--- config.mk ---
export PLATFORM = sky130hd
export DESIGN_NAME = skl_cell
export DESIGN_NICKNAME = d
export VERILOG_FILES = /design/src/skl_pkg.sv /design/src/skl_cell.sv
export SDC_FILE = /design/constraint.sdc
export NUM_CORES = 1
export LEC_CHECK = 0
export BUFFER_PORTS_ARGS = -buffer_cell sky130_fd_sc_hd__buf_2
export CAP_MARGIN = 20
export CORE_AREA = 2 2 206 208
export CTS_BUF_LIST = sky130_fd_sc_hd__clkbuf_4 sky130_fd_sc_hd__clkbuf_8
export DETAILED_ROUTE_END_ITERATION = 10
export DIE_AREA = 0 0 208 210
export PLACE_DENSITY = 0.49
export SLEW_MARGIN = 20
export SYNTH_ARGS = -nofsm -noshare
export SYNTH_HDL_FRONTEND = slang
export SYNTH_SLANG_ARGS = --single-unit
export TNS_END_PERCENT = 5
--- constraint.sdc ---
create_clock -name clk -period 10.8 [get_ports clk]
set_input_delay 0.54 -clock clk [delete_from_list [all_inputs] [get_ports clk]]
set_output_delay 0.54 -clock clk [all_outputs]
set_load 0.005 [all_outputs]
--- src/skl_pkg.sv ---
// Shared types and constants for the sorted keyed latest table.
`default_nettype none

package skl_pkg;

  localparam int CAPACITY_DEF = 64;
  localparam int KEY_W        = 64;
  localparam int TIME_W       = 32;
  localparam int HANDLE_W     = 32;
  localparam int STATUS_W     = 3;

  typedef enum logic [STATUS_W-1:0] {
    ST_INSERTED = 3'd0,
    ST_REPLACED = 3'd1,
    ST_KEPT     = 3'd2,
    ST_NOMSG    = 3'd3,
    ST_FULL     = 3'd4,
    ST_FLUSHED  = 3'd5,
    ST_EMPTY    = 3'd6
  } status_t;

  // One table entry as held in a cell.
  typedef struct packed {
    logic                valid;
    logic [KEY_W-1:0]    key;
    logic [TIME_W-1:0]   tstamp;
    logic [HANDLE_W-1:0] handle;
  } entry_t;

  // Command broadcast to every cell of the chain.
  typedef enum logic [2:0] {
    CMD_HOLD    = 3'd0,
    CMD_CMP     = 3'd1,
    CMD_INSERT  = 3'd2,
    CMD_REPLACE = 3'd3,
    CMD_SHIFT   = 3'd4
  } cell_cmd_t;

  typedef struct packed {
    cell_cmd_t           cmd;
    logic [KEY_W-1:0]    key;
    logic [TIME_W-1:0]   tstamp;
    logic [HANDLE_W-1:0] handle;
  } cell_ctl_t;

endpackage

`default_nettype wire

--- src/skl_cell.sv ---
// One cell of the sorted table chain: an entry plus its compare flags.
`default_nettype none

module skl_cell (
  input  logic               clk,
  input  logic               rst_n,
  input  skl_pkg::cell_ctl_t ctl,
  input  skl_pkg::entry_t    prev_entry,
  input  logic               prev_lt,
  input  skl_pkg::entry_t    next_entry,
  output skl_pkg::entry_t    entry,
  output logic               lt,
  output logic               eq,
  output logic               newer
);
  import skl_pkg::*;

  entry_t entry_r, entry_nxt;
  logic   lt_r, lt_nxt;
  logic   eq_r, eq_nxt;
  logic   newer_r, newer_nxt;

  always_comb begin
    entry_nxt = entry_r;
    lt_nxt    = lt_r;
    eq_nxt    = eq_r;
    newer_nxt = newer_r;
    case (ctl.cmd)
      CMD_CMP: begin
        lt_nxt    = entry_r.valid && (entry_r.key < ctl.key);
        eq_nxt    = entry_r.valid && (entry_r.key == ctl.key);
        newer_nxt = entry_r.tstamp < ctl.tstamp;
      end
      CMD_INSERT: begin
        // Cells below the insert point hold; the insert point loads the new
        // entry; everything above moves up by one.
        if (!lt_r) begin
          if (prev_lt) begin
            entry_nxt.valid  = 1'b1;
            entry_nxt.key    = ctl.key;
            entry_nxt.tstamp = ctl.tstamp;
            entry_nxt.handle = ctl.handle;
          end else begin
            entry_nxt = prev_entry;
          end
        end
      end
      CMD_REPLACE: begin
        if (eq_r) begin
          entry_nxt.tstamp = ctl.tstamp;
          entry_nxt.handle = ctl.handle;
        end
      end
      CMD_SHIFT: begin
        entry_nxt = next_entry;
      end
      default: begin
      end
    endcase
  end

  always_ff @(posedge clk) begin
    if (!rst_n) begin
      entry_r.valid <= 1'b0;
      lt_r          <= 1'b0;
      eq_r          <= 1'b0;
      newer_r       <= 1'b0;
    end else begin
      entry_r <= entry_nxt;
      lt_r    <= lt_nxt;
      eq_r    <= eq_nxt;
      newer_r <= newer_nxt;
    end
  end

  assign entry = entry_r;
  assign lt    = lt_r;
  assign eq    = eq_r;
  assign newer = newer_r;

endmodule

`default_nettype wire

==> metrics.txt <==
status finished, final reports clean; Worst Hold Launch next_entry[63]; Max clock buf depth 2; Critical Path Source ctl[129]; leakage 0.00620 µW; sequential share of the synthesized area around 45%; first drt pass iteration count 9; most frequent cells in the layout buf_2 (522), inv_1 (165), edfxtp_1 (128); DR iter-0 viols slightly above 700; count of final max-slew check failures 0; grt ovf 0; Fin. Hold Viols 0; number of enable flip-flop cells after synthesis roughly 130; worst skew pair latency 0.52 ns; DRC 0; DR vias about 8700; Post-DP HPWL approximately 30 mm; vias per cell about 4.5; Fin Setup TNS 0 ns; Max Fanout on Critical Path ~120; initial antenna violation count 16; CTS tree yes; Mapped Nets 1346; most common cell after layout, fill and taps aside buf_2; Area growth, synth to finish 42.2%; GRT Total Usage between 10% and 20%; Distinct cells, synth 39; Initial Util 21.1%; post_cts resized 0; Final ANT Viol Nets 0; WP data arrival about 2.7 ns; placed cell count around 1900; Hold WC Path Type input port to register; # fillers approximately 4500; H-tree Lvls 4; die span in x ~210 µm; mapped cell area about 9000 µm²; Post-Route WL approximately 36 mm; Pint between 1000 and 1500 µW; Reg power frac 43.1%; num ports between 500 and 600; Sink Count 132; Post-DP Area ~12000 µm²; Clock Root Buffer clkbuf_8; number of synthesized register bits ~130; # port buffers roughly 520; core area between 40000 and 50000 µm²; DIE AREA ~44000 µm²; drt wl/cell between 15 and 20 µm; share of cells above drive strength 1 about two fifths; RSZ-0062 raised after global routing no; Pwr Density between 100 and 150 nW/µm²; num rows 75; Cells after Synth ~860; Max-slew headroom ~35%; GPL Wtd Cong a little under 0.9; number of global-route vias before repair approximately 8900; Psw 406 µW; final setup fails 0; switching share of power 28.4%; first-pass GRT wire length about 53 mm; Comb power frac between 20% and 30%; Final Power roughly 1400 µW; critical path type input port to register; RR Startpoint entry[79]$_DFFE_PP_; Worst-Margin Slew slightly below 1 ns; Syn Area/Cell 10.2 µm²; Tcrit/Tclk final about a quarter; CTS Buf Count 17; Clk pwr share between 30% and 40%; peak supply drop between 0.00008 and 0.00009 V; post-route insts no fill ~1900; Ys Warns 0; postcts setup bufs 0; Final Util 30.0%; hold_buf cts 0; fin area approximately 12000 µm²; Nets approximately 1900; Req. time, crit path between 10 and 15 ns; max cap viols 0; largest net degree at the start of global routing ~120; Die Span Y 210 µm; crit path capture type register; dominant synthesized flop cell edfxtp_1; Startpoint Class input port; fmax 0.398 GHz; clock slew at reported path FFs approximately 0.10 ns; Worst Skew around 0.020 ns; Post-synth ARST share 0%; Final min period between 2 and 3 ns
[cell families after synthesis]
family	after synthesis	synth area share, %
AOI/OAI and AO/OA	216	17.5
muxes	65	7.44
and+or+nand+nor	144	7.52
buffers and inverters	207	9.06
DFF	132	44.9
adders and majority gates	95	13.6
[flip-flops by register name, summed over array words and instances (netlist names)]
| register | cells |
|---|---|
| entry | 129 |
| lt | 1 |
| newer | 1 |
| eq | 1 |
[power by group through the flow]
stage               Clock, µW  Combinational, µW  Sequential (µW)
floorplan                   0                144              628
global placement            0                301              628
detailed placement          0                305              629
CTS                       539                306              617
global route              549                339              620
finish                    514                301              617
[synthesized netlist by cell type, types with 2 or more instances]
master / count / area [µm²]
clkbuf_1: 24 / 90.1
o21ai_0: 76 / 380
ha_1: 95 / 1190
buf_2: 9 / 45.0
nand3_1: 8 / 40.0
o21a_1: 2 / 15.0
a211oi_1: 4 / 30.0
nand2_1: 82 / 308
inv_1: 165 / 619
o31ai_1: 2 / 15.0
nor3_1: 4 / 20.0
a222oi_1: 64 / 641
nor2_1: 12 / 45.0
and2_1: 3 / 18.8
a21oi_1: 36 / 180
nor4_1: 3 / 18.8
dfxtp_1: 4 / 80.1
buf_1: 8 / 30.0
mux2i_1: 65 / 651
a21o_1: 19 / 143
a211o_1: 3 / 26.3
nor2b_1: 6 / 37.5
edfxtp_1: 128 / 3840
nand2b_1: 3 / 18.8
nand4_1: 20 / 125
[routing by layer]
metal	global-route usage, %	vias up	part of all wire [%]	wire length, µm
met3	5.14	56	8.0	2910
met1	17.8	4023	37	13600
met5	0	-	0.10	38
li1	-	4189	-	-
met4	6.90	6	3.4	1230
met2	29.1	408	51	18700
[through the flow]
step	hold WS, ns	worst slack (ns)
2_1_floorplan	0.484	6.29
3_3_place_gp	0.569	7.59
3_5_place_dp	0.575	7.46
4_1_cts	0.211	8.06
5_1_grt	0.265	8.10
6_report	0.290	8.29
[final timing paths]
check | endpoint | slack, ns | depth (start not counted)
setup reg to reg | lt$_SDFFE_PN0N_ | 8.42 | 6
setup / recovery | entry[104]$_DFFE_PP_ | 8.29 | 6
hold / removal | entry[63]$_DFFE_PP_ | 0.29 | 3
hold reg to reg | lt$_SDFFE_PN0N_ | 0.58 | 2
[area by class of cell]
| type | count | area, µm² | area share, % |
|---|---|---|---|
| sequential | 132 | 3920 | 31.6 |
| multi-input combinational | 520 | 4060 | 32.6 |
| clock inverter | 14 | 224 | 1.80 |
| timing repair buffer | 530 | 2680 | 21.5 |
| tap | 539 | 674 | 5.43 |
| inverter | 165 | 619 | 4.98 |
| antenna | 5 | 12.5 | 0.101 |
| clock buffer | 18 | 241 | 1.94 |
[critical path, stage by stage]
cell	delay, ns
buf_2	0.10
nand2b_1	0.20
nor2_4	0.14
buf_4	0.65
buf_6	0.70
o21ai_0	0.23
Power figures use the tool's default switching activity.
